$ cat config.mk
export PLATFORM = sky130hd
export DESIGN_NAME = debug_serial_packet_stub_flat
export DESIGN_NICKNAME = d
export VERILOG_FILES = /design/src/hdl/dsps_pkg.sv /design/src/hdl/dsps_ifs.sv /design/src/hdl/dsps_seq.sv /design/src/hdl/debug_serial_packet_stub.sv /design/src/flat_wrapper.sv
export SDC_FILE = /design/constraint.sdc
export NUM_CORES = 1
export LEC_CHECK = 0
export BUFFER_PORTS_ARGS = -buffer_cell sky130_fd_sc_hd__buf_2
export CAP_MARGIN = 5
export CELL_PAD_IN_SITES_DETAIL_PLACEMENT = 2
export CELL_PAD_IN_SITES_GLOBAL_PLACEMENT = 2
export CORE_MARGIN = 1.5
export CORE_UTILIZATION = 40
export DETAILED_ROUTE_END_ITERATION = 8
export PLACE_DENSITY = 0.83
export REMOVE_ABC_BUFFERS = 1
export SETUP_SLACK_MARGIN = 0.2
export SYNTH_ARGS = -nofsm -noshare
export SYNTH_HDL_FRONTEND = slang
export SYNTH_SLANG_ARGS = --single-unit
$ cat constraint.sdc
create_clock -name clk -period 9.4 [get_ports clk]
set_clock_uncertainty 0.05 [all_clocks]
set_input_delay 0.94 -clock clk [delete_from_list [all_inputs] [get_ports clk]]
set_output_delay 0.94 -clock clk [all_outputs]
set_load 0.005 [all_outputs]
$ cat src/hdl/dsps_pkg.sv
// ----------------------------------------------------------------------------
// dsps_pkg
// Shared types, character codes and helper functions for the debug serial
// packet stub.
// ----------------------------------------------------------------------------
package dsps_pkg;

    // Defaults for the top-level parameters
    localparam int DEFAULT_BUFFER_SIZE    = 1024;
    localparam int DEFAULT_REGISTER_COUNT = 16;
    localparam logic [7:0] STOP_SIGNAL_RESET = 8'h05;

    // Item operation codes
    localparam logic OP_RX   = 1'b0;
    localparam logic OP_PULL = 1'b1;

    // Protocol characters
    localparam logic [7:0] CH_DOLLAR = 8'h24;
    localparam logic [7:0] CH_HASH   = 8'h23;
    localparam logic [7:0] CH_PLUS   = 8'h2B;
    localparam logic [7:0] CH_MINUS  = 8'h2D;
    localparam logic [7:0] CH_S      = 8'h53;
    localparam logic [7:0] CH_QUERY  = 8'h3F;
    localparam logic [7:0] CH_C      = 8'h63;
    localparam logic [7:0] CH_LS     = 8'h73;
    localparam logic [7:0] CH_G      = 8'h67;

    // Marks a checksum character that is not a hex digit
    localparam logic [4:0] BAD_DIGIT = 5'd16;

    // Output word kinds handed from the sequencer to the output stage
    typedef logic [3:0] kind_t;
    localparam kind_t K_ACK_OK  = 4'd0;
    localparam kind_t K_ACK_BAD = 4'd1;
    localparam kind_t K_DOLLAR  = 4'd2;
    localparam kind_t K_HASH    = 4'd3;
    localparam kind_t K_STOP_S  = 4'd4;
    localparam kind_t K_STOP_HI = 4'd5;
    localparam kind_t K_STOP_LO = 4'd6;
    localparam kind_t K_REG     = 4'd7;
    localparam kind_t K_SUM_HI  = 4'd8;
    localparam kind_t K_SUM_LO  = 4'd9;

    // One issued output word: kind plus nibble select within a register
    typedef struct packed {
        logic       valid;
        kind_t      kind;
        logic [2:0] nib;
    } issue_t;

    // Lowercase hex character for a nibble
    function automatic logic [7:0] hex_char(input logic [3:0] n);
        if (n < 4'd10)
            return 8'h30 + {4'h0, n};
        else
            return 8'h57 + {4'h0, n};
    endfunction

    // Value of a hex digit character, BAD_DIGIT if it is none
    function automatic logic [4:0] digit_value(input logic [7:0] c);
        if (c >= 8'h30 && c <= 8'h39)
            return 5'(c - 8'h30);
        else if (c >= 8'h61 && c <= 8'h66)
            return 5'(c - 8'h57);
        else if (c >= 8'h41 && c <= 8'h46)
            return 5'(c - 8'h37);
        else
            return BAD_DIGIT;
    endfunction

    // Reset contents of the target register file
    function automatic logic [31:0] reg_reset_value(input logic [5:0] idx);
        if (idx < 6'd15)
            return {8{4'(idx + 6'd1)}};
        else if (idx == 6'd15)
            return 32'h12345678;
        else
            return 32'h0;
    endfunction

endpackage

$ cat src/hdl/dsps_ifs.sv
// ----------------------------------------------------------------------------
// dsps_ifs
// Valid/ready channel interfaces: command words in, response words out.
// ----------------------------------------------------------------------------
interface dsps_cmd_if;
    logic       valid;
    logic       ready;
    logic       operation;
    logic [7:0] rx_byte;

    modport source (output valid, output operation, output rx_byte, input ready);
    modport sink   (input valid, input operation, input rx_byte, output ready);
endinterface

interface dsps_rsp_if;
    logic       valid;
    logic       ready;
    logic [7:0] tx_byte;
    logic       is_ack;
    logic       last;

    modport source (output valid, output tx_byte, output is_ack, output last, input ready);
    modport sink   (input valid, input tx_byte, input is_ack, input last, output ready);
endinterface

$ cat src/hdl/dsps_seq.sv
// ----------------------------------------------------------------------------
// dsps_seq
// Packet parser and reply sequencer. Tracks the receive phase, payload sum and
// reply position, and issues an output word kind when an accepted word ends a
// packet or pulls a reply, plus the register file read address for register dump digits.
// ----------------------------------------------------------------------------
module dsps_seq #(
    parameter int BUFFER_SIZE    = dsps_pkg::DEFAULT_BUFFER_SIZE,
    parameter int REGISTER_COUNT = dsps_pkg::DEFAULT_REGISTER_COUNT
) (
    input  logic                                         clk,
    input  logic                                         rst_n,
    input  logic                                         accept,
    input  logic                                         operation,
    input  logic [7:0]                                   rx_byte,
    output dsps_pkg::issue_t                             issue,
    output logic [(REGISTER_COUNT > 1 ? $clog2(REGISTER_COUNT) : 1)-1:0] rd_addr
);
    import dsps_pkg::*;

    localparam int RIDX_W = (REGISTER_COUNT > 1) ? $clog2(REGISTER_COUNT) : 1;
    localparam int CNT_W  = $clog2(BUFFER_SIZE);
    localparam int POS_W  = $clog2(REGISTER_COUNT * 8 + 4);
    localparam logic [CNT_W-1:0] CNT_LIMIT = CNT_W'(BUFFER_SIZE - 2);
    localparam logic [POS_W-1:0] LEN_STOP  = POS_W'(3);
    localparam logic [POS_W-1:0] LEN_REGS  = POS_W'(REGISTER_COUNT * 8);

    // Parse phases
    localparam logic [1:0] PH_WAIT    = 2'd0;
    localparam logic [1:0] PH_PAYLOAD = 2'd1;
    localparam logic [1:0] PH_CSUM_HI = 2'd2;
    localparam logic [1:0] PH_CSUM_LO = 2'd3;

    // Pending reply kinds
    localparam logic [1:0] RK_NONE  = 2'd0;
    localparam logic [1:0] RK_STOP  = 2'd1;
    localparam logic [1:0] RK_REGS  = 2'd2;
    localparam logic [1:0] RK_EMPTY = 2'd3;

    logic [1:0]       phase_reg, phase_next;
    logic [CNT_W-1:0] count_reg, count_next;
    logic [7:0]       psum_reg, psum_next;
    logic [7:0]       first_reg, first_next;
    logic [4:0]       hi_reg, hi_next;
    logic [1:0]       rkind_reg, rkind_next;
    logic [POS_W-1:0] pos_reg, pos_next;

    logic [4:0]       lo_digit;
    logic             csum_ok;
    logic [POS_W-1:0] body_len;
    logic [POS_W-1:0] body_idx;

    assign lo_digit = digit_value(rx_byte);
    assign csum_ok  = (hi_reg != BAD_DIGIT) && (lo_digit != BAD_DIGIT) &&
                      ({hi_reg[3:0], lo_digit[3:0]} == psum_reg);
    assign body_idx = pos_reg - POS_W'(1);
    assign rd_addr  = body_idx[3 +: RIDX_W];

    // Body length of the pending reply
    always_comb
    begin
        case (rkind_reg)
            RK_STOP: body_len = LEN_STOP;
            RK_REGS: body_len = LEN_REGS;
            default: body_len = '0;
        endcase
    end

    // Receive parsing and reply sequencing
    always_comb
    begin
        phase_next = phase_reg;
        count_next = count_reg;
        psum_next  = psum_reg;
        first_next = first_reg;
        hi_next    = hi_reg;
        rkind_next = rkind_reg;
        pos_next   = pos_reg;
        issue      = '0;
        issue.nib  = {body_idx[2:1], ~body_idx[0]};

        if (accept && operation == OP_RX && rkind_reg == RK_NONE)
        begin
            unique case (phase_reg)
                PH_WAIT:
                begin
                    if (rx_byte == CH_DOLLAR)
                    begin
                        phase_next = PH_PAYLOAD;
                        count_next = '0;
                        psum_next  = '0;
                        first_next = '0;
                    end
                end
                PH_PAYLOAD:
                begin
                    if (rx_byte == CH_HASH)
                        phase_next = PH_CSUM_HI;
                    else
                    begin
                        if (count_reg == '0)
                            first_next = rx_byte;
                        psum_next  = psum_reg + rx_byte;
                        count_next = count_reg + CNT_W'(1);
                        // buffer full without '#': drop and hunt again
                        if (count_reg == CNT_LIMIT)
                            phase_next = PH_WAIT;
                    end
                end
                PH_CSUM_HI:
                begin
                    hi_next    = digit_value(rx_byte);
                    phase_next = PH_CSUM_LO;
                end
                PH_CSUM_LO:
                begin
                    phase_next  = PH_WAIT;
                    issue.valid = 1'b1;
                    issue.kind  = csum_ok ? K_ACK_OK : K_ACK_BAD;
                    if (csum_ok)
                    begin
                        pos_next = '0;
                        if (count_reg == '0)
                            rkind_next = RK_EMPTY;
                        else if (first_reg == CH_QUERY || first_reg == CH_C ||
                                 first_reg == CH_LS)
                            rkind_next = RK_STOP;
                        else if (first_reg == CH_G)
                            rkind_next = RK_REGS;
                        else
                            rkind_next = RK_EMPTY;
                    end
                end
            endcase
        end
        else if (accept && operation == OP_PULL && rkind_reg != RK_NONE)
        begin
            issue.valid = 1'b1;
            pos_next    = pos_reg + POS_W'(1);
            if (pos_reg == '0)
                issue.kind = K_DOLLAR;
            else if (pos_reg <= body_len)
            begin
                if (rkind_reg == RK_REGS)
                    issue.kind = K_REG;
                else if (body_idx == '0)
                    issue.kind = K_STOP_S;
                else if (body_idx == POS_W'(1))
                    issue.kind = K_STOP_HI;
                else
                    issue.kind = K_STOP_LO;
            end
            else if (pos_reg == body_len + POS_W'(1))
                issue.kind = K_HASH;
            else if (pos_reg == body_len + POS_W'(2))
                issue.kind = K_SUM_HI;
            else
            begin
                issue.kind = K_SUM_LO;
                rkind_next = RK_NONE;
                pos_next   = '0;
            end
        end
    end

    // State registers
    always_ff @(posedge clk or negedge rst_n)
    begin
        if (!rst_n)
        begin
            phase_reg <= PH_WAIT;
            count_reg <= '0;
            psum_reg  <= '0;
            first_reg <= '0;
            hi_reg    <= '0;
            rkind_reg <= RK_NONE;
            pos_reg   <= '0;
        end
        else
        begin
            phase_reg <= phase_next;
            count_reg <= count_next;
            psum_reg  <= psum_next;
            first_reg <= first_next;
            hi_reg    <= hi_next;
            rkind_reg <= rkind_next;
            pos_reg   <= pos_next;
        end
    end

endmodule

$ cat src/hdl/debug_serial_packet_stub.sv
// ----------------------------------------------------------------------------
// debug_serial_packet_stub
// Byte-level remote debug stub: parses '$'...'#hh' packets, acks or naks
// them, and streams reply packets one word per transmitter pull.
//
//   channel  dir  handshake    payload
//   cmd      in   valid/ready  operation, rx_byte
//   rsp      out  valid/ready  tx_byte, is_ack, last
//   cfg      in   cfg_we       cfg_wdata (stop signal)
//
// One word accepted per cycle while cmd.ready is high; a result is registered
// in the middle stage with its register file read, then in the output register.
// After reset the register file is loaded from its reset table, one entry
// per cycle: cmd.ready stays low until all REGISTER_COUNT entries are loaded.
// A stalled rsp holds the output and mid stages; a full mid stage drops cmd.ready.
// ----------------------------------------------------------------------------
module debug_serial_packet_stub #(
    parameter int BUFFER_SIZE    = dsps_pkg::DEFAULT_BUFFER_SIZE,
    parameter int REGISTER_COUNT = dsps_pkg::DEFAULT_REGISTER_COUNT
) (
    input  logic              clk,
    input  logic              rst_n,
    dsps_cmd_if.sink          cmd,
    dsps_rsp_if.source        rsp,
    input  logic              cfg_we,
    input  logic [7:0]        cfg_wdata
);
    import dsps_pkg::*;

    localparam int RIDX_W = (REGISTER_COUNT > 1) ? $clog2(REGISTER_COUNT) : 1;
    localparam int FILL_W = $clog2(REGISTER_COUNT + 1);
    localparam logic [FILL_W-1:0] FILL_DONE = FILL_W'(REGISTER_COUNT);

    logic [7:0]        stop_reg;
    logic [FILL_W-1:0] fill_cnt_reg;
    logic              filling;

    logic              accept;
    issue_t            issue;
    logic [RIDX_W-1:0] rd_addr;

    logic [31:0]       regfile [0:REGISTER_COUNT-1];
    logic [31:0]       rd_data_reg;

    logic              s2_valid_reg;
    kind_t             s2_kind_reg;
    logic [2:0]        s2_nib_reg;
    logic              s2_move;
    logic              out_free;

    logic [7:0]        byte_next;
    logic              add_sum;
    logic [7:0]        sum_reg;

    logic              out_valid_reg;
    logic [7:0]        out_byte_reg;
    logic              out_ack_reg;
    logic              out_last_reg;

    // Handshake
    assign filling   = (fill_cnt_reg != FILL_DONE);
    assign out_free  = !out_valid_reg || rsp.ready;
    assign s2_move   = s2_valid_reg && out_free;
    assign cmd.ready = !filling && (!s2_valid_reg || out_free);
    assign accept    = cmd.valid && cmd.ready;

    // Stop signal register
    always_ff @(posedge clk or negedge rst_n)
    begin
        if (!rst_n)
            stop_reg <= STOP_SIGNAL_RESET;
        else if (cfg_we)
            stop_reg <= cfg_wdata;
    end

    // Parser and reply sequencer
    dsps_seq #(
        .BUFFER_SIZE    (BUFFER_SIZE),
        .REGISTER_COUNT (REGISTER_COUNT)
    ) u_seq (
        .clk       (clk),
        .rst_n     (rst_n),
        .accept    (accept),
        .operation (cmd.operation),
        .rx_byte   (cmd.rx_byte),
        .issue     (issue),
        .rd_addr   (rd_addr)
    );

    // Register file load after reset
    always_ff @(posedge clk or negedge rst_n)
    begin
        if (!rst_n)
            fill_cnt_reg <= '0;
        else if (filling)
            fill_cnt_reg <= fill_cnt_reg + FILL_W'(1);
    end

    // Register file memory: write port for the load, registered read
    always_ff @(posedge clk)
    begin
        if (filling)
            regfile[fill_cnt_reg[RIDX_W-1:0]] <= reg_reset_value(6'(fill_cnt_reg));
    end

    always_ff @(posedge clk)
    begin
        if (accept && issue.valid)
            rd_data_reg <= regfile[rd_addr];
    end

    // Middle stage
    always_ff @(posedge clk or negedge rst_n)
    begin
        if (!rst_n)
            s2_valid_reg <= 1'b0;
        else if (accept)
            s2_valid_reg <= issue.valid;
        else if (s2_move)
            s2_valid_reg <= 1'b0;
    end

    always_ff @(posedge clk)
    begin
        if (accept)
        begin
            s2_kind_reg <= issue.kind;
            s2_nib_reg  <= issue.nib;
        end
    end

    // Output word select
    always_comb
    begin
        add_sum = 1'b0;
        case (s2_kind_reg)
            K_ACK_OK:  byte_next = CH_PLUS;
            K_ACK_BAD: byte_next = CH_MINUS;
            K_DOLLAR:  byte_next = CH_DOLLAR;
            K_HASH:    byte_next = CH_HASH;
            K_STOP_S:
            begin
                byte_next = CH_S;
                add_sum   = 1'b1;
            end
            K_STOP_HI:
            begin
                byte_next = hex_char(stop_reg[7:4]);
                add_sum   = 1'b1;
            end
            K_STOP_LO:
            begin
                byte_next = hex_char(stop_reg[3:0]);
                add_sum   = 1'b1;
            end
            K_REG:
            begin
                byte_next = hex_char(rd_data_reg[{s2_nib_reg, 2'b00} +: 4]);
                add_sum   = 1'b1;
            end
            K_SUM_HI:  byte_next = hex_char(sum_reg[7:4]);
            K_SUM_LO:  byte_next = hex_char(sum_reg[3:0]);
            default:   byte_next = CH_MINUS;
        endcase
    end

    // Reply body checksum
    always_ff @(posedge clk or negedge rst_n)
    begin
        if (!rst_n)
            sum_reg <= '0;
        else if (s2_move && s2_kind_reg == K_SUM_LO)
            sum_reg <= '0;
        else if (s2_move && add_sum)
            sum_reg <= sum_reg + byte_next;
    end

    // Output register
    always_ff @(posedge clk or negedge rst_n)
    begin
        if (!rst_n)
            out_valid_reg <= 1'b0;
        else if (s2_move)
            out_valid_reg <= 1'b1;
        else if (rsp.ready)
            out_valid_reg <= 1'b0;
    end

    always_ff @(posedge clk)
    begin
        if (s2_move)
        begin
            out_byte_reg <= byte_next;
            out_ack_reg  <= (s2_kind_reg == K_ACK_OK) || (s2_kind_reg == K_ACK_BAD);
            out_last_reg <= (s2_kind_reg == K_SUM_LO);
        end
    end

    assign rsp.valid   = out_valid_reg;
    assign rsp.tx_byte = out_byte_reg;
    assign rsp.is_ack  = out_ack_reg;
    assign rsp.last    = out_last_reg;

endmodule
$ cat src/flat_wrapper.sv
// flat-port wrapper written by rule: the top's interface ports become plain ports
module debug_serial_packet_stub_flat import dsps_pkg::*;
#(
    parameter int BUFFER_SIZE    = dsps_pkg::DEFAULT_BUFFER_SIZE,
    parameter int REGISTER_COUNT = dsps_pkg::DEFAULT_REGISTER_COUNT
)
  (clk, rst_n, cfg_we, cfg_wdata, cmd_valid, cmd_operation, cmd_rx_byte, cmd_ready, rsp_valid, rsp_tx_byte, rsp_is_ack, rsp_last, rsp_ready);
  dsps_cmd_if cmd_i ();
  dsps_rsp_if rsp_i ();
  input  logic clk;
  input  logic rst_n;
  input  logic cfg_we;
  input  logic [7:0] cfg_wdata;
  input wire logic [$bits(cmd_i.valid)-1:0] cmd_valid;
  input wire logic [$bits(cmd_i.operation)-1:0] cmd_operation;
  input wire logic [$bits(cmd_i.rx_byte)-1:0] cmd_rx_byte;
  output wire logic [$bits(cmd_i.ready)-1:0] cmd_ready;
  output wire logic [$bits(rsp_i.valid)-1:0] rsp_valid;
  output wire logic [$bits(rsp_i.tx_byte)-1:0] rsp_tx_byte;
  output wire logic [$bits(rsp_i.is_ack)-1:0] rsp_is_ack;
  output wire logic [$bits(rsp_i.last)-1:0] rsp_last;
  input wire logic [$bits(rsp_i.ready)-1:0] rsp_ready;
  assign cmd_i.valid = cmd_valid;
  assign cmd_i.operation = cmd_operation;
  assign cmd_i.rx_byte = cmd_rx_byte;
  assign cmd_ready = cmd_i.ready;
  assign rsp_valid = rsp_i.valid;
  assign rsp_tx_byte = rsp_i.tx_byte;
  assign rsp_is_ack = rsp_i.is_ack;
  assign rsp_last = rsp_i.last;
  assign rsp_i.ready = rsp_ready;
  debug_serial_packet_stub #(.BUFFER_SIZE(BUFFER_SIZE), .REGISTER_COUNT(REGISTER_COUNT)) u_core (.clk(clk), .rst_n(rst_n), .cmd(cmd_i), .rsp(rsp_i), .cfg_we(cfg_we), .cfg_wdata(cfg_wdata));
endmodule
Yosys cells after proc, flatten, opt, wreduce, memory -nomap -nowiden:

Memory sizes are Yosys's and may differ from the RTL's. A register that Yosys moved wholly into a read port is not among the register bits.
Cells that the tools add are included.

* bits in registers: 83
* memory bits (writable): 512
* word-level logic and storage cells: 202
* memories kept: 1

Memories
* u_core.regfile: depth 16, width 32, rd ports 1, clocked after Yosys merged registers in 1, wr ports 1, line debug_serial_packet_stub.sv:42 `logic [31:0] regfile [0:REGISTER_COUNT-1];`

* $add $sub $neg: 22
* magnitude comparators: 13
* equal/unequal tests: 39
* shift operators: 1
* multiplexer cells: 65
* bitwise operators: 2
* reductions and logical operators: 42

Operator list (count)
* two-way mux 8 bit: 19
* one-hot mux 8 bit (9 select lines): 1
* two-way mux 32 bit: 2
* one-hot mux 8 bit (2 select lines): 3
* adder 7 x 4 -> 8 bit, first input constant: 5
* adder 6 x 4 -> 7 bit, first input constant: 5
* two-way mux 2 bit: 16
* indexed part select 32 x 6 -> 4 bit: 1
* two-way mux 5 bit: 6
* two-way mux 29 bit: 1
* == test 8 x 6 -> 1 bit, second input constant: 3
* == test 8 x 7 -> 1 bit, second input constant: 3
* == test 8 bit: 3
* < comparator 4 bit, second input constant: 5
* two-way mux 10 bit: 2
* one-hot mux 10 bit (2 select lines): 1
* adder 8 x 1 -> 8 bit, second input constant: 2
* adder 8 bit: 2
* == test 4 x 3 -> 1 bit, second input constant: 4
* >= comparator 8 x 7 -> 1 bit, second input constant: 2
* <= comparator 8 x 7 -> 1 bit, second input constant: 2
* logical NOT 8 bit: 2
* != test 2 bit, second input constant: 8
* logical AND 1 bit: 15
* 37 further kinds: 71

Longest topological paths before layout:

Gate-level depths: netlist (run 1).

* depth in word-level cells: 12
* depth in mapped cells: 15

Hierarchy:

Synthesis (run 1) repeated with hierarchy kept, for this count alone.

* cell total of the unflattened synthesis: 856
* area, all modules: 10995.5 µm²

By module, submodules not included
* debug_serial_packet_stub: instances 1, cells each 477, area an instance 7781.2 µm², seq. area each 5142.4 µm²
* dsps_seq: instances 1, cells each 379, area an instance 3214.3 µm², seq. area each 1076.0 µm²

Least setup slack after synthesis (run 1):

OpenSTA, ideal clock, no wires.

* kind: register to register
* from: register u_core.s2_nib_reg[0]
* to: register u_core.sum_reg[6]
* library setup time: 138 ps
* arrival: 3172 ps
* data required time: 9212 ps
* path slack: 6040 ps
* cell stages (with the launch flop): 16
* path buffers: 0
* cells stage by stage: edfxtp_1 o21a_1 nor2_1 mux2i_1 a21oi_1 xor2_1 a21oi_1 a211o_1 ha_1 fa_1 a21o_1 a21oi_1 o21bai_1 a21oi_1 xor2_1 o22ai_1

* cells in the longest elaborated chain, start to end: 7
* elaborated cells on any way between the ends: 9
* classes of those cells: add/sub (3); order compare (1); shift (1); mux (4)

RTL lines
* start, declared: line debug_serial_packet_stub.sv:47 `logic [2:0] s2_nib_reg;`
* start signal, assigned: line debug_serial_packet_stub.sv:128 `s2_nib_reg <= issue.nib;`
* indexed part select 32 x 6 -> 4 bit *: line debug_serial_packet_stub.sv:158 `byte_next = hex_char(rd_data_reg[{s2_nib_reg, 2'b00} +: 4]);`
* adder 7 x 4 -> 8 bit (tied with other cells): line dsps_pkg.sv:56 `return 8'h57 + {4'h0, n};`
* two-way mux 8 bit *: line dsps_pkg.sv:53 `if (n < 4'd10)`
* one-hot mux 8 bit (9 select lines) *: line debug_serial_packet_stub.sv:136 `case (s2_kind_reg)`
* net u_core.byte_next[0]: line debug_serial_packet_stub.sv:51 `logic [7:0] byte_next;`
* adder 8 bit *: line debug_serial_packet_stub.sv:175 `sum_reg <= sum_reg + byte_next;`
* two-way mux 8 bit *: line debug_serial_packet_stub.sv:174 `else if (s2_move && add_sum)`
* two-way mux 8 bit *: line debug_serial_packet_stub.sv:172 `else if (s2_move && s2_kind_reg == K_SUM_LO)`
* end signal, assigned: line debug_serial_packet_stub.sv:175
* end, declared: line debug_serial_packet_stub.sv:53 `logic [7:0] sum_reg;`

The timed path passes the listed nets; every way through them passes the cells marked *. The select of a mux whose other input is x is not followed.
A chain may end at the register's enable or synchronous reset.

Worst setup path in the final report (run 1):

Same ends and word-level chain as after synthesis.

==> metrics.txt, run 1 <==
routed wire length per instance=~27 um; Overall Global Routing Usage=24.6%; CTS sink count=218; Clk Tree Root Cell=sky130_fd_sc_hd__clkbuf_16; power per cell area=174 nW/um^2; first-pass GRT wire length=52800 um; worst min-delay path class=register to register; overall die area=28600 um^2; post-CTS setup repair buffer count=0; final-report setup violation count=0; maximum cell stage delay along the critical path=650 ps; port buffer count=32; cells along the critical path=o21a_1 -> nor2_1 -> mux2i_1 -> a21oi_1 -> xor2_1 -> a21oi_1 -> a211o_1 -> ha_1 -> fa_1 -> a21o_1 -> a21oi_1 -> o21bai_1 -> a21oi_1 -> xor2_1 -> o22ai_1; number of nets in the layout=962; via count of the first global-routing pass=8431; share of the cycle needed by the critical path after routing=44.7%; nature of the critical path endpoint=register; clock latency reported for the late side of the worst-skew pair=550 ps; Commonest cells post-synth=sky130_fd_sc_hd__edfxtp_1 (152), sky130_fd_sc_hd__nand2_1 (74), sky130_fd_sc_hd__dfrtp_1 (64); Post-Layout Cell Count=1260; run status=finished clean; maximum VDD drop=0.126 mV; # hold bufs at CTS=0; Setup WS pre-CTS=roughly 5400 ps; number of antenna violations at the first check in global routing=0; first drt pass iteration count=5; half-perimeter wire length of the detailed placement result=22800 um; cell accounting for the most synthesized area=sky130_fd_sc_hd__edfxtp_1; top-count cell post-synth=sky130_fd_sc_hd__edfxtp_1; starting density of the core=40.9%; sequential share of the synthesized area=a little under three fifths; I/O Pins=34; Inserted Diodes=0; synthesized area=11100 um^2; Core Region=27000 um^2; Worst Tran Pin Value=1240 ps; routability-driven placement congestion ratio=0.805; Largest register FFs=128; fraction of synthesis flops using an asynchronous set or reset pin=30.3%; Die Y-Extent=169 um; cell count after placement=1211; final count of pins violating max slew=0; post-cts resize count=0; area grow syn2layout=12.7%; CTS tree=done; most utilized layer in the global route result=met2; count of maximum capacitance violations=0; number of hold violations in the final report=0; remaining number of nets flagged by the antenna check after routing=0; Post-Syn Instances=867; Setup crit start kind=register; largest net degree at the start of global routing=67; number of DRC violations after detailed-routing iteration 0=~620; highest achievable clock rate=~0.24 GHz; setup repair after global routing missed its margin=false; share of the synthesized area in the top cell type=41.3%; mean post-synth cell area=12.7 um^2; synth unique cells=just under 90; Post-synth top flop=sky130_fd_sc_hd__edfxtp_1; crit path max fanout=7; horizontal extent of the die=169 um; FP Rows=60; met2 usage in global routing=42.5%; final critical path time including I/O delays and setup=between 4000 and 5000 ps; count of unresolved DRC violations after routing=0; Worst slew margin=16.7%; most frequent CP cell=sky130_fd_sc_hd__a21oi_1; Max stage delay cell, worst path=sky130_fd_sc_hd__mux2i_1; global-route met3 utilization=2.99%; via total after detailed routing=between 7k and 8k; maximum buffer depth of the clock tree=3; number of enable flip-flop cells after synthesis=152; total of flip-flops plus latches after synthesis=218; crit path setup slack, layout=5200 ps; setup_tns=0 ps; data arrival time of the worst path=~4500 ps; total clock buffers created by CTS=26; grt met1 use=31.9%; total congestion overflow after global routing=0; static power due to leakage=4.81 nW; number of warnings reported in the yosys synthesis log=0; cell types with the largest area share after synthesis=sky130_fd_sc_hd__edfxtp_1 (41%), sky130_fd_sc_hd__dfrtp_1 (14%), sky130_fd_sc_hd__mux4_2 (8.2%); type of the setup path with the least slack=register to register; fraction of final layout cells sized beyond drive strength 1=around 18%; required time worst endpoint=9740 ps; routed via count divided by cell count=6.05; wirelength, routed=~34000 um; clock input transition at the sequential cells of the worst setup and hold paths=60 ps; number of H-tree levels=1
-- metal layers --
| layer | vias up | wire length [um] |
|---|---|---|
| li1 | 3355 | - |
| met3 | 74 | 1340 |
| met2 | 215 | 17100 |
| met4 | 0 | 1130 |
| met1 | 3981 | 14600 |
| met5 | - | 0 |
-- logic make-up (layout without fill, tap and decap cells) --
group | after synthesis | count (layout) | synth area share [%]
and+or+nand+nor | 260 | 260 | 12.8
DFF | 218 | 218 | 56.3
AOI/OAI and AO/OA | 189 | 189 | 11.2
buffers and inverters | 73 | 125 | 2.86
muxes | 52 | 52 | 9.29
adders and majority gates | 41 | 41 | 4.78
xor gates and xnor gates | 33 | 33 | 2.85
other | 1 | 1 | 0.0339
-- final cells by class --
class,instances,area [um^2]
clock buffers,36,738
clock inverters,12,158
fillers,2651,14600
inverters,34,128
multi-input cells,576,4540
flip-flops and latches,218,6220
well taps,341,427
repair buffers,43,246
-- power breakdown --
part	switching (W)	internal (W)
registers	0.00000876	0.00102
logic	0.0000477	0.0000244
clock network	0.000429	0.000633
-- placed cells by master, fill, tap and decap left out, drive strengths merged, types with 4 or more instances in the layout --
master and instances:
nor4b 5, o22ai 11, nor2 49, nor4 5, mux4 40, o21bai 6, o31ai 12, dfrtp 64
edfxtp 152, a31oi 11, nand2 74, a22o 8, nand2b 15, clkinv 6, mux2 5, nor3 27
clkbuf 36, o21ai 50, mux2i 7, buf 43, inv 34, nor2b 6, and2 17, nor3b 6
ha 39, a21oi 50, xor2 15, a21o 7, nand3 16, o21a 4, xnor2 18, and3 14
-- final timing paths --
| check | from | endpoint | slack [ps] | depth (start not counted) |
|---|---|---|---|---|
| worst max-delay path | u_core.s2_nib_reg[0] | u_core.sum_reg[6] | 5200 | 15 |
| worst min-delay path | u_core.u_seq.first_reg[7] | u_core.u_seq.first_reg[7] | 460 | 1 |
| worst max register to register | u_core.s2_nib_reg[0] | u_core.sum_reg[6] | 5200 | 15 |
| worst min register to register | u_core.u_seq.first_reg[7] | u_core.u_seq.first_reg[7] | 460 | 1 |
| max in group asynchronous | rst_n | u_core.u_seq.count_reg[8] | 8070 | 2 |
| min in group asynchronous | rst_n | u_core.stop_reg[1] | 560 | 2 |
-- critical path, delay by kind of cell, from the launching register on --
family                     cells  cell delay [ps]
and+or+nand+nor                1              180
muxes                          1              650
xor gates and xnor gates       2              360
adders and majority gates      2              710
DFF                            1              470
AOI/OAI and AO/OA              9             1620
-- per-stage QoR --
stage                     hold WS (ps)  util (%)  total power, W  cell area [um^2]
final                              457      46.1         0.00217             12500
after floorplan                    399         -         0.00109             10900
after global routing               476      46.1         0.00222             12500
after detailed placement           447      42.7         0.00112             11500
after global placement             431      42.7         0.00112             11500
after CTS                          460      46.0         0.00218             12400
Power figures use the tool's default switching activity.
==> run 2, diff against run 1 <==
PLACE_DENSITY = 0.86   (was 0.83)
clock period = 3.44 ns   (was 9.4 ns; I/O delays follow)
==> run 2 against run 1 <==
The run now ends with negative setup slack left. Fmax rose by 13%. Non-clock buffer count rose by 47. Hold slack worse by 440 ps. Critical endpoint unchanged. Highest routed layer is now met5.
==> metrics.txt, run 2 (synthesis gave the netlist of run 1 again) <==
run status=finished with violations; violations in the final reports=negative setup slack; number of H-tree levels=1; most common cell after layout, fill and taps aside=sky130_fd_sc_hd__edfxtp_1; most frequent cells in the layout=sky130_fd_sc_hd__edfxtp_1 (152), sky130_fd_sc_hd__nand2_1 (74), sky130_fd_sc_hd__dfrtp_1 (64); via total after detailed routing=between 8k and 9k; port buffer count=32; number of buffer and inverter instances along the worst setup path=2; setup_tns=-785 ps; required time worst endpoint=~3800 ps; CTS tree=done; power per cell area=438 nW/um^2; wirelength, routed=38900 um; first drt pass iteration count=7; fraction of final layout cells sized beyond drive strength 1=22.2%; first-pass GRT wire length=about 58000 um; cell depth of the worst hold path=3; final count of pins violating max slew=0; cell count after placement=1239; overall die area=28600 um^2; starting density of the core=40.9%; Max stage delay cell, worst path=sky130_fd_sc_hd__edfxtp_1; data arrival time of the worst path=4040 ps; worst min-delay path class=primary input to register; maximum VDD drop=0.386 mV; critical register-to-register path startpoint=u_core.s2_nib_reg[0]; Worst Tran Pin Value=a little over 1000 ps; count of unresolved DRC violations after routing=0; maximum buffer depth of the clock tree=3; Largest register FFs=about 130; horizontal extent of the die=169 um; setup repair after global routing missed its margin=true; clock latency reported for the late side of the worst-skew pair=530 ps; number of antenna violations at the first check in global routing=1; Post-Layout Cell Count=1304; Overall Global Routing Usage=27.4%; cell area after layout=approximately 13000 um^2; Clk Tree Root Cell=sky130_fd_sc_hd__clkbuf_16; Area after DPL=about 12000 um^2; via count of the first global-routing pass=9030; total congestion overflow after global routing=0; final-report setup violation count=5; Critical R2R Capture=u_core.sum_reg[6]; nature of the critical path endpoint=register; crit path setup slack, layout=-268 ps; routability-driven placement congestion ratio=0.817; worst-case hold path end point=u_core.stop_reg[5]; Min-Delay Startpoint=cfg_wdata[5]; Largest delay share family, worst path=compound AO/OA/AOI/OAI gates; clock input transition at the sequential cells of the worst setup and hold paths=60 ps; final critical path time including I/O delays and setup=3710 ps; count of maximum capacitance violations=0; type of the setup path with the least slack=register to register; share of the cycle needed by the critical path after routing=108%; crit path max fanout=3; count of filler cells inserted in the layout=around 2.7k; CTS sink count=around 220; highest achievable clock rate=0.270 GHz; FP Rows=60; final core utilization=a little under half; routed wire length per instance=29.8 um; static power due to leakage=5.02 nW; number of nets in the layout=1008; Die Y-Extent=169 um; largest net degree at the start of global routing=39; number of DRC violations after detailed-routing iteration 0=655; Setup crit start kind=register; area grow syn2layout=16.7%; Inserted Diodes=0; reg-to-reg slack, setup=-270 ps; Core Region=27000 um^2; remaining number of nets flagged by the antenna check after routing=0; half-perimeter wire length of the detailed placement result=25000 um; depth of the worst register-to-register path=16; Worst slew margin=31.3%; I/O Pins=34; maximum cell stage delay along the critical path=480 ps; routed via count divided by cell count=6.24; total clock buffers created by CTS=25; number of hold violations in the final report=0; cells along the critical path=buf_4 -> xor2_1 -> mux2i_1 -> buf_4 -> a21oi_2 -> xor2_1 -> a21oi_1 -> a211o_1 -> ha_4 -> fa_2 -> a21o_1 -> a21oi_2 -> o21bai_1 -> a21oi_2 -> xor2_1 -> o22ai_1
-- run 2: layout make-up --
class	count	area (um^2)	area share [%]
multi-input combinational	576	4710	36.5
tap	341	427	3.31
clock buffer	37	691	5.35
inverter	34	128	0.989
clock inverter	8	62.6	0.485
timing repair buffer	90	664	5.15
sequential	218	6220	48.2
-- run 2: routing by layer --
layer | track usage (%) | part of all wire (%) | vias to the layer above
li1 | - | - | 3447
met5 | 0 | 0.033 | -
met4 | 13.4 | 4.9 | 2
met3 | 4.43 | 5.4 | 123
met2 | 47.7 | 50 | 323
met1 | 33.1 | 39 | 4236
-- run 2: worst max path at each step --
stage	to	cells past startpoint	slack, ps	from
after floorplan	u_core.rd_data_reg[18]	4	-1470	u_core.u_seq.pos_reg[2]
after global placement	u_core.sum_reg[6]	15	90	u_core.s2_nib_reg[1]
after detailed placement	u_core.sum_reg[6]	15	-240	u_core.s2_nib_reg[1]
after CTS	u_core.sum_reg[6]	16	-20	u_core.s2_nib_reg[0]
after global routing	u_core.sum_reg[6]	16	-400	u_core.s2_nib_reg[0]
final	u_core.sum_reg[6]	16	-270	u_core.s2_nib_reg[0]
-- run 2: through the flow --
step	hold WS, ps	total power [W]	setup WS (ps)
final	20.4	0.00565	-268
after global routing	23.1	0.00577	-403
after floorplan	-1.59	0.00298	-1470
after global placement	436	0.00307	85.2
after detailed placement	450	0.00308	-236
after CTS	1.46	0.00562	-21.5
-- run 2: where the power goes --
part / total, W / internal (W) / switching [W] / leakage [nW]
sequential: 0.00282 / 0.00280 / 0.0000194 / 2.36
clock: 0.00258 / 0.00146 / 0.00112 / 0.363
combinational: 0.000251 / 0.0000900 / 0.000161 / 2.30
-- run 2: repair_timing --
item,in CTS,in global routing
resized for setup,19,16
hold buffers,5,0
cloned,0,0
buffers inserted,9,5
pin swaps,11,8
endpoints found under the hold margin,37,0
endpoints found under the setup margin,6,24
-- run 2: tightest hold or removal path: stages --
cell and delay [ps]:
sky130_fd_sc_hd__buf_2 80, sky130_fd_sc_hd__nand2_1 40, sky130_fd_sc_hd__o21ai_0 80
==> run 3, diff against run 2 <==
clock period = 3.4 ns   (was 3.44 ns; I/O delays follow)
==> run 3 against run 2 <==
Clock power hardly changed. First-iteration DRC count is 39% higher. The flow still finishes with violations (negative setup slack). Final cell count is 0.84% higher. Fmax is 2.6% lower. Core utilization is 0.69 points higher. Critical path depth is 1 lower. Die area stayed put.
==> metrics.txt, run 3 (synthesis gave the netlist of run 1 again) <==
run status=finished with violations; violations in the final reports=negative setup slack; depth of the worst register-to-register path=15; reg-to-reg slack, setup=-410 ps; clock latency reported for the late side of the worst-skew pair=540 ps; Overall Global Routing Usage=29.2%; highest achievable clock rate=between 0.2 and 0.3 GHz; power per cell area=approximately 440 nW/um^2; setup repair after global routing missed its margin=true; crit path max fanout=3; count of unresolved DRC violations after routing=0; CTS sink count=218; port buffer count=32; proportion of power drawn by combinational gates=under 10%; Largest register FFs=128; area grow syn2layout=18.4%; Die Y-Extent=169 um; starting density of the core=between 40 and 50%; worst-case hold path end point=u_core.stop_reg[6]; P_sw=0.00138 W; final critical path time including I/O delays and setup=between 3000 and 4000 ps; routed via count divided by cell count=6.53; number of H-tree levels=1; type of the setup path with the least slack=register to register; share of the cycle needed by the critical path after routing=112%; final count of pins violating max slew=0; number of nets in the layout=around 1.0k; first drt pass iteration count=5; number of antenna violations at the first check in global routing=2; PnR Total Power=0.00574 W; Worst Tran Pin Value=1100 ps; CTS tree=done; nature of the critical path endpoint=register; most common cell after layout, fill and taps aside=sky130_fd_sc_hd__edfxtp_1; clock share of power=between 40% and 50%; total congestion overflow after global routing=0; most frequent cells in the layout=sky130_fd_sc_hd__edfxtp_1 (152), sky130_fd_sc_hd__nand2_1 (73), sky130_fd_sc_hd__dfrtp_1 (61), sky130_fd_sc_hd__buf_4 (49); wirelength, routed=44900 um; cell depth of the worst hold path=2; half-perimeter wire length of the detailed placement result=24500 um; via total after detailed routing=around 8.6k; switching share of power=24.1%; final-report setup violation count=5; cell area after layout=roughly 13000 um^2; Core Region=27000 um^2; Max stage delay cell, worst path=sky130_fd_sc_hd__edfxtp_1; share of total power in sequential cells=49.7%; routed wire length per instance=34.1 um; required time worst endpoint=3740 ps; data arrival time of the worst path=4140 ps; Power Internal=0.00435 W; static power due to leakage=a little over 5 nW; overall die area=28600 um^2; horizontal extent of the die=roughly 170 um; largest net degree at the start of global routing=41; FP Rows=60; number of DRC violations after detailed-routing iteration 0=909; Clk Tree Root Cell=sky130_fd_sc_hd__clkbuf_16; maximum VDD drop=0.404 mV; Setup crit start kind=register; count of maximum capacitance violations=0; cells along the critical path=o21a_1 -> nor2_2 -> mux2i_2 -> a21oi_2 -> xor2_1 -> a21oi_1 -> a211o_1 -> ha_4 -> fa_2 -> a21o_1 -> a21oi_2 -> o21bai_1 -> a21oi_2 -> xor2_1 -> o22ai_1; crit path setup slack, layout=-408 ps; Worst slew margin=about a quarter; via count of the first global-routing pass=9212; routability-driven placement congestion ratio=~0.8; maximum buffer depth of the clock tree=3; clock input transition at the sequential cells of the worst setup and hold paths=70 ps; Setup WS pre-CTS=-214 ps; critical register-to-register path startpoint=u_core.s2_nib_reg[0]; fraction of final layout cells sized beyond drive strength 1=24.9%; Critical R2R Capture=u_core.sum_reg[6]; first-pass GRT wire length=roughly 60000 um; total clock buffers created by CTS=24; Min-Delay Startpoint=cfg_wdata[6]; I/O Pins=34; final core utilization=48.4%; most frequent CP cell=sky130_fd_sc_hd__a21oi_2; Area after DPL=11800 um^2; number of hold violations in the final report=0; remaining number of nets flagged by the antenna check after routing=0; worst min-delay path class=primary input to register; maximum cell stage delay along the critical path=480 ps
[run 3: through the flow]
step	hold slack [ps]	instances	TNS, ps
after detailed placement	443	1241	-500
after floorplan	-5.59	828	-12100
after CTS	0.469	1297	-102
final	5.71	1315	-1290
after global routing	14.6	1313	-1400
after global placement	434	1241	0
[run 3: routing by layer]
layer | up-vias | wire length [um] | part of all wire [%] | track usage, %
met5 | - | 0 | 0 | 0
met4 | 0 | 2790 | 6.2 | 12.9
met3 | 176 | 2730 | 6.1 | 3.78
met2 | 453 | 22300 | 50 | 51.4
met1 | 4485 | 17000 | 38 | 36.0
li1 | 3470 | - | - | -
[run 3: worst max-delay path by stage]
stage	startpoint	endpoint	slack (ps)	cells after the start
3_3_place_gp	u_core.s2_nib_reg[1]	u_core.sum_reg[6]	30	15
6_report	u_core.s2_nib_reg[0]	u_core.sum_reg[6]	-410	15
2_1_floorplan	u_core.u_seq.pos_reg[2]	u_core.rd_data_reg[18]	-1510	4
5_1_grt	u_core.s2_nib_reg[0]	u_core.sum_reg[6]	-410	15
3_5_place_dp	u_core.s2_nib_reg[1]	u_core.sum_reg[6]	-210	15
4_1_cts	u_core.s2_nib_reg[1]	u_core.sum_reg[6]	-100	15
[run 3: critical path, delay by kind of cell, from the launching register on]
family	cells	cell delay, ps
simple gates	1	180
mux	1	360
fa+ha+maj	2	640
flops	1	480
xor+xnor	2	370
compound gates	9	1550
[run 3: layout make-up]
type                    instances  area, um^2
diodes                          3        7.51
well taps                     341         427
clock inverters                12        86.3
fillers                      2579       13900
flip-flops and latches        218        6220
repair buffers                 98         738
clock buffers                  32         652
inverters                      34         131
multi-input cells             577        4820
[run 3: what timing repair did]
| action | CTS | global route |
|---|---|---|
| setup buffers | 5 | 14 |
| pin swaps | 17 | 14 |
| cloned | 1 | 0 |
| endpoints found under the hold margin | 32 | 0 |
| endpoints found under the setup margin | 31 | 32 |
| hold buffers | 6 | 0 |
| resized for setup | 26 | 35 |
[run 3: power by group through the flow]
stage	Clock [W]	Combinational, W	Sequential (W)
6_report	0.00261	0.000278	0.00285
5_1_grt	0.00269	0.000293	0.00285
4_1_cts	0.00260	0.000241	0.00285
3_5_place_dp	0	0.000214	0.00290
3_3_place_gp	0	0.000201	0.00290
2_1_floorplan	0	0.000110	0.00290
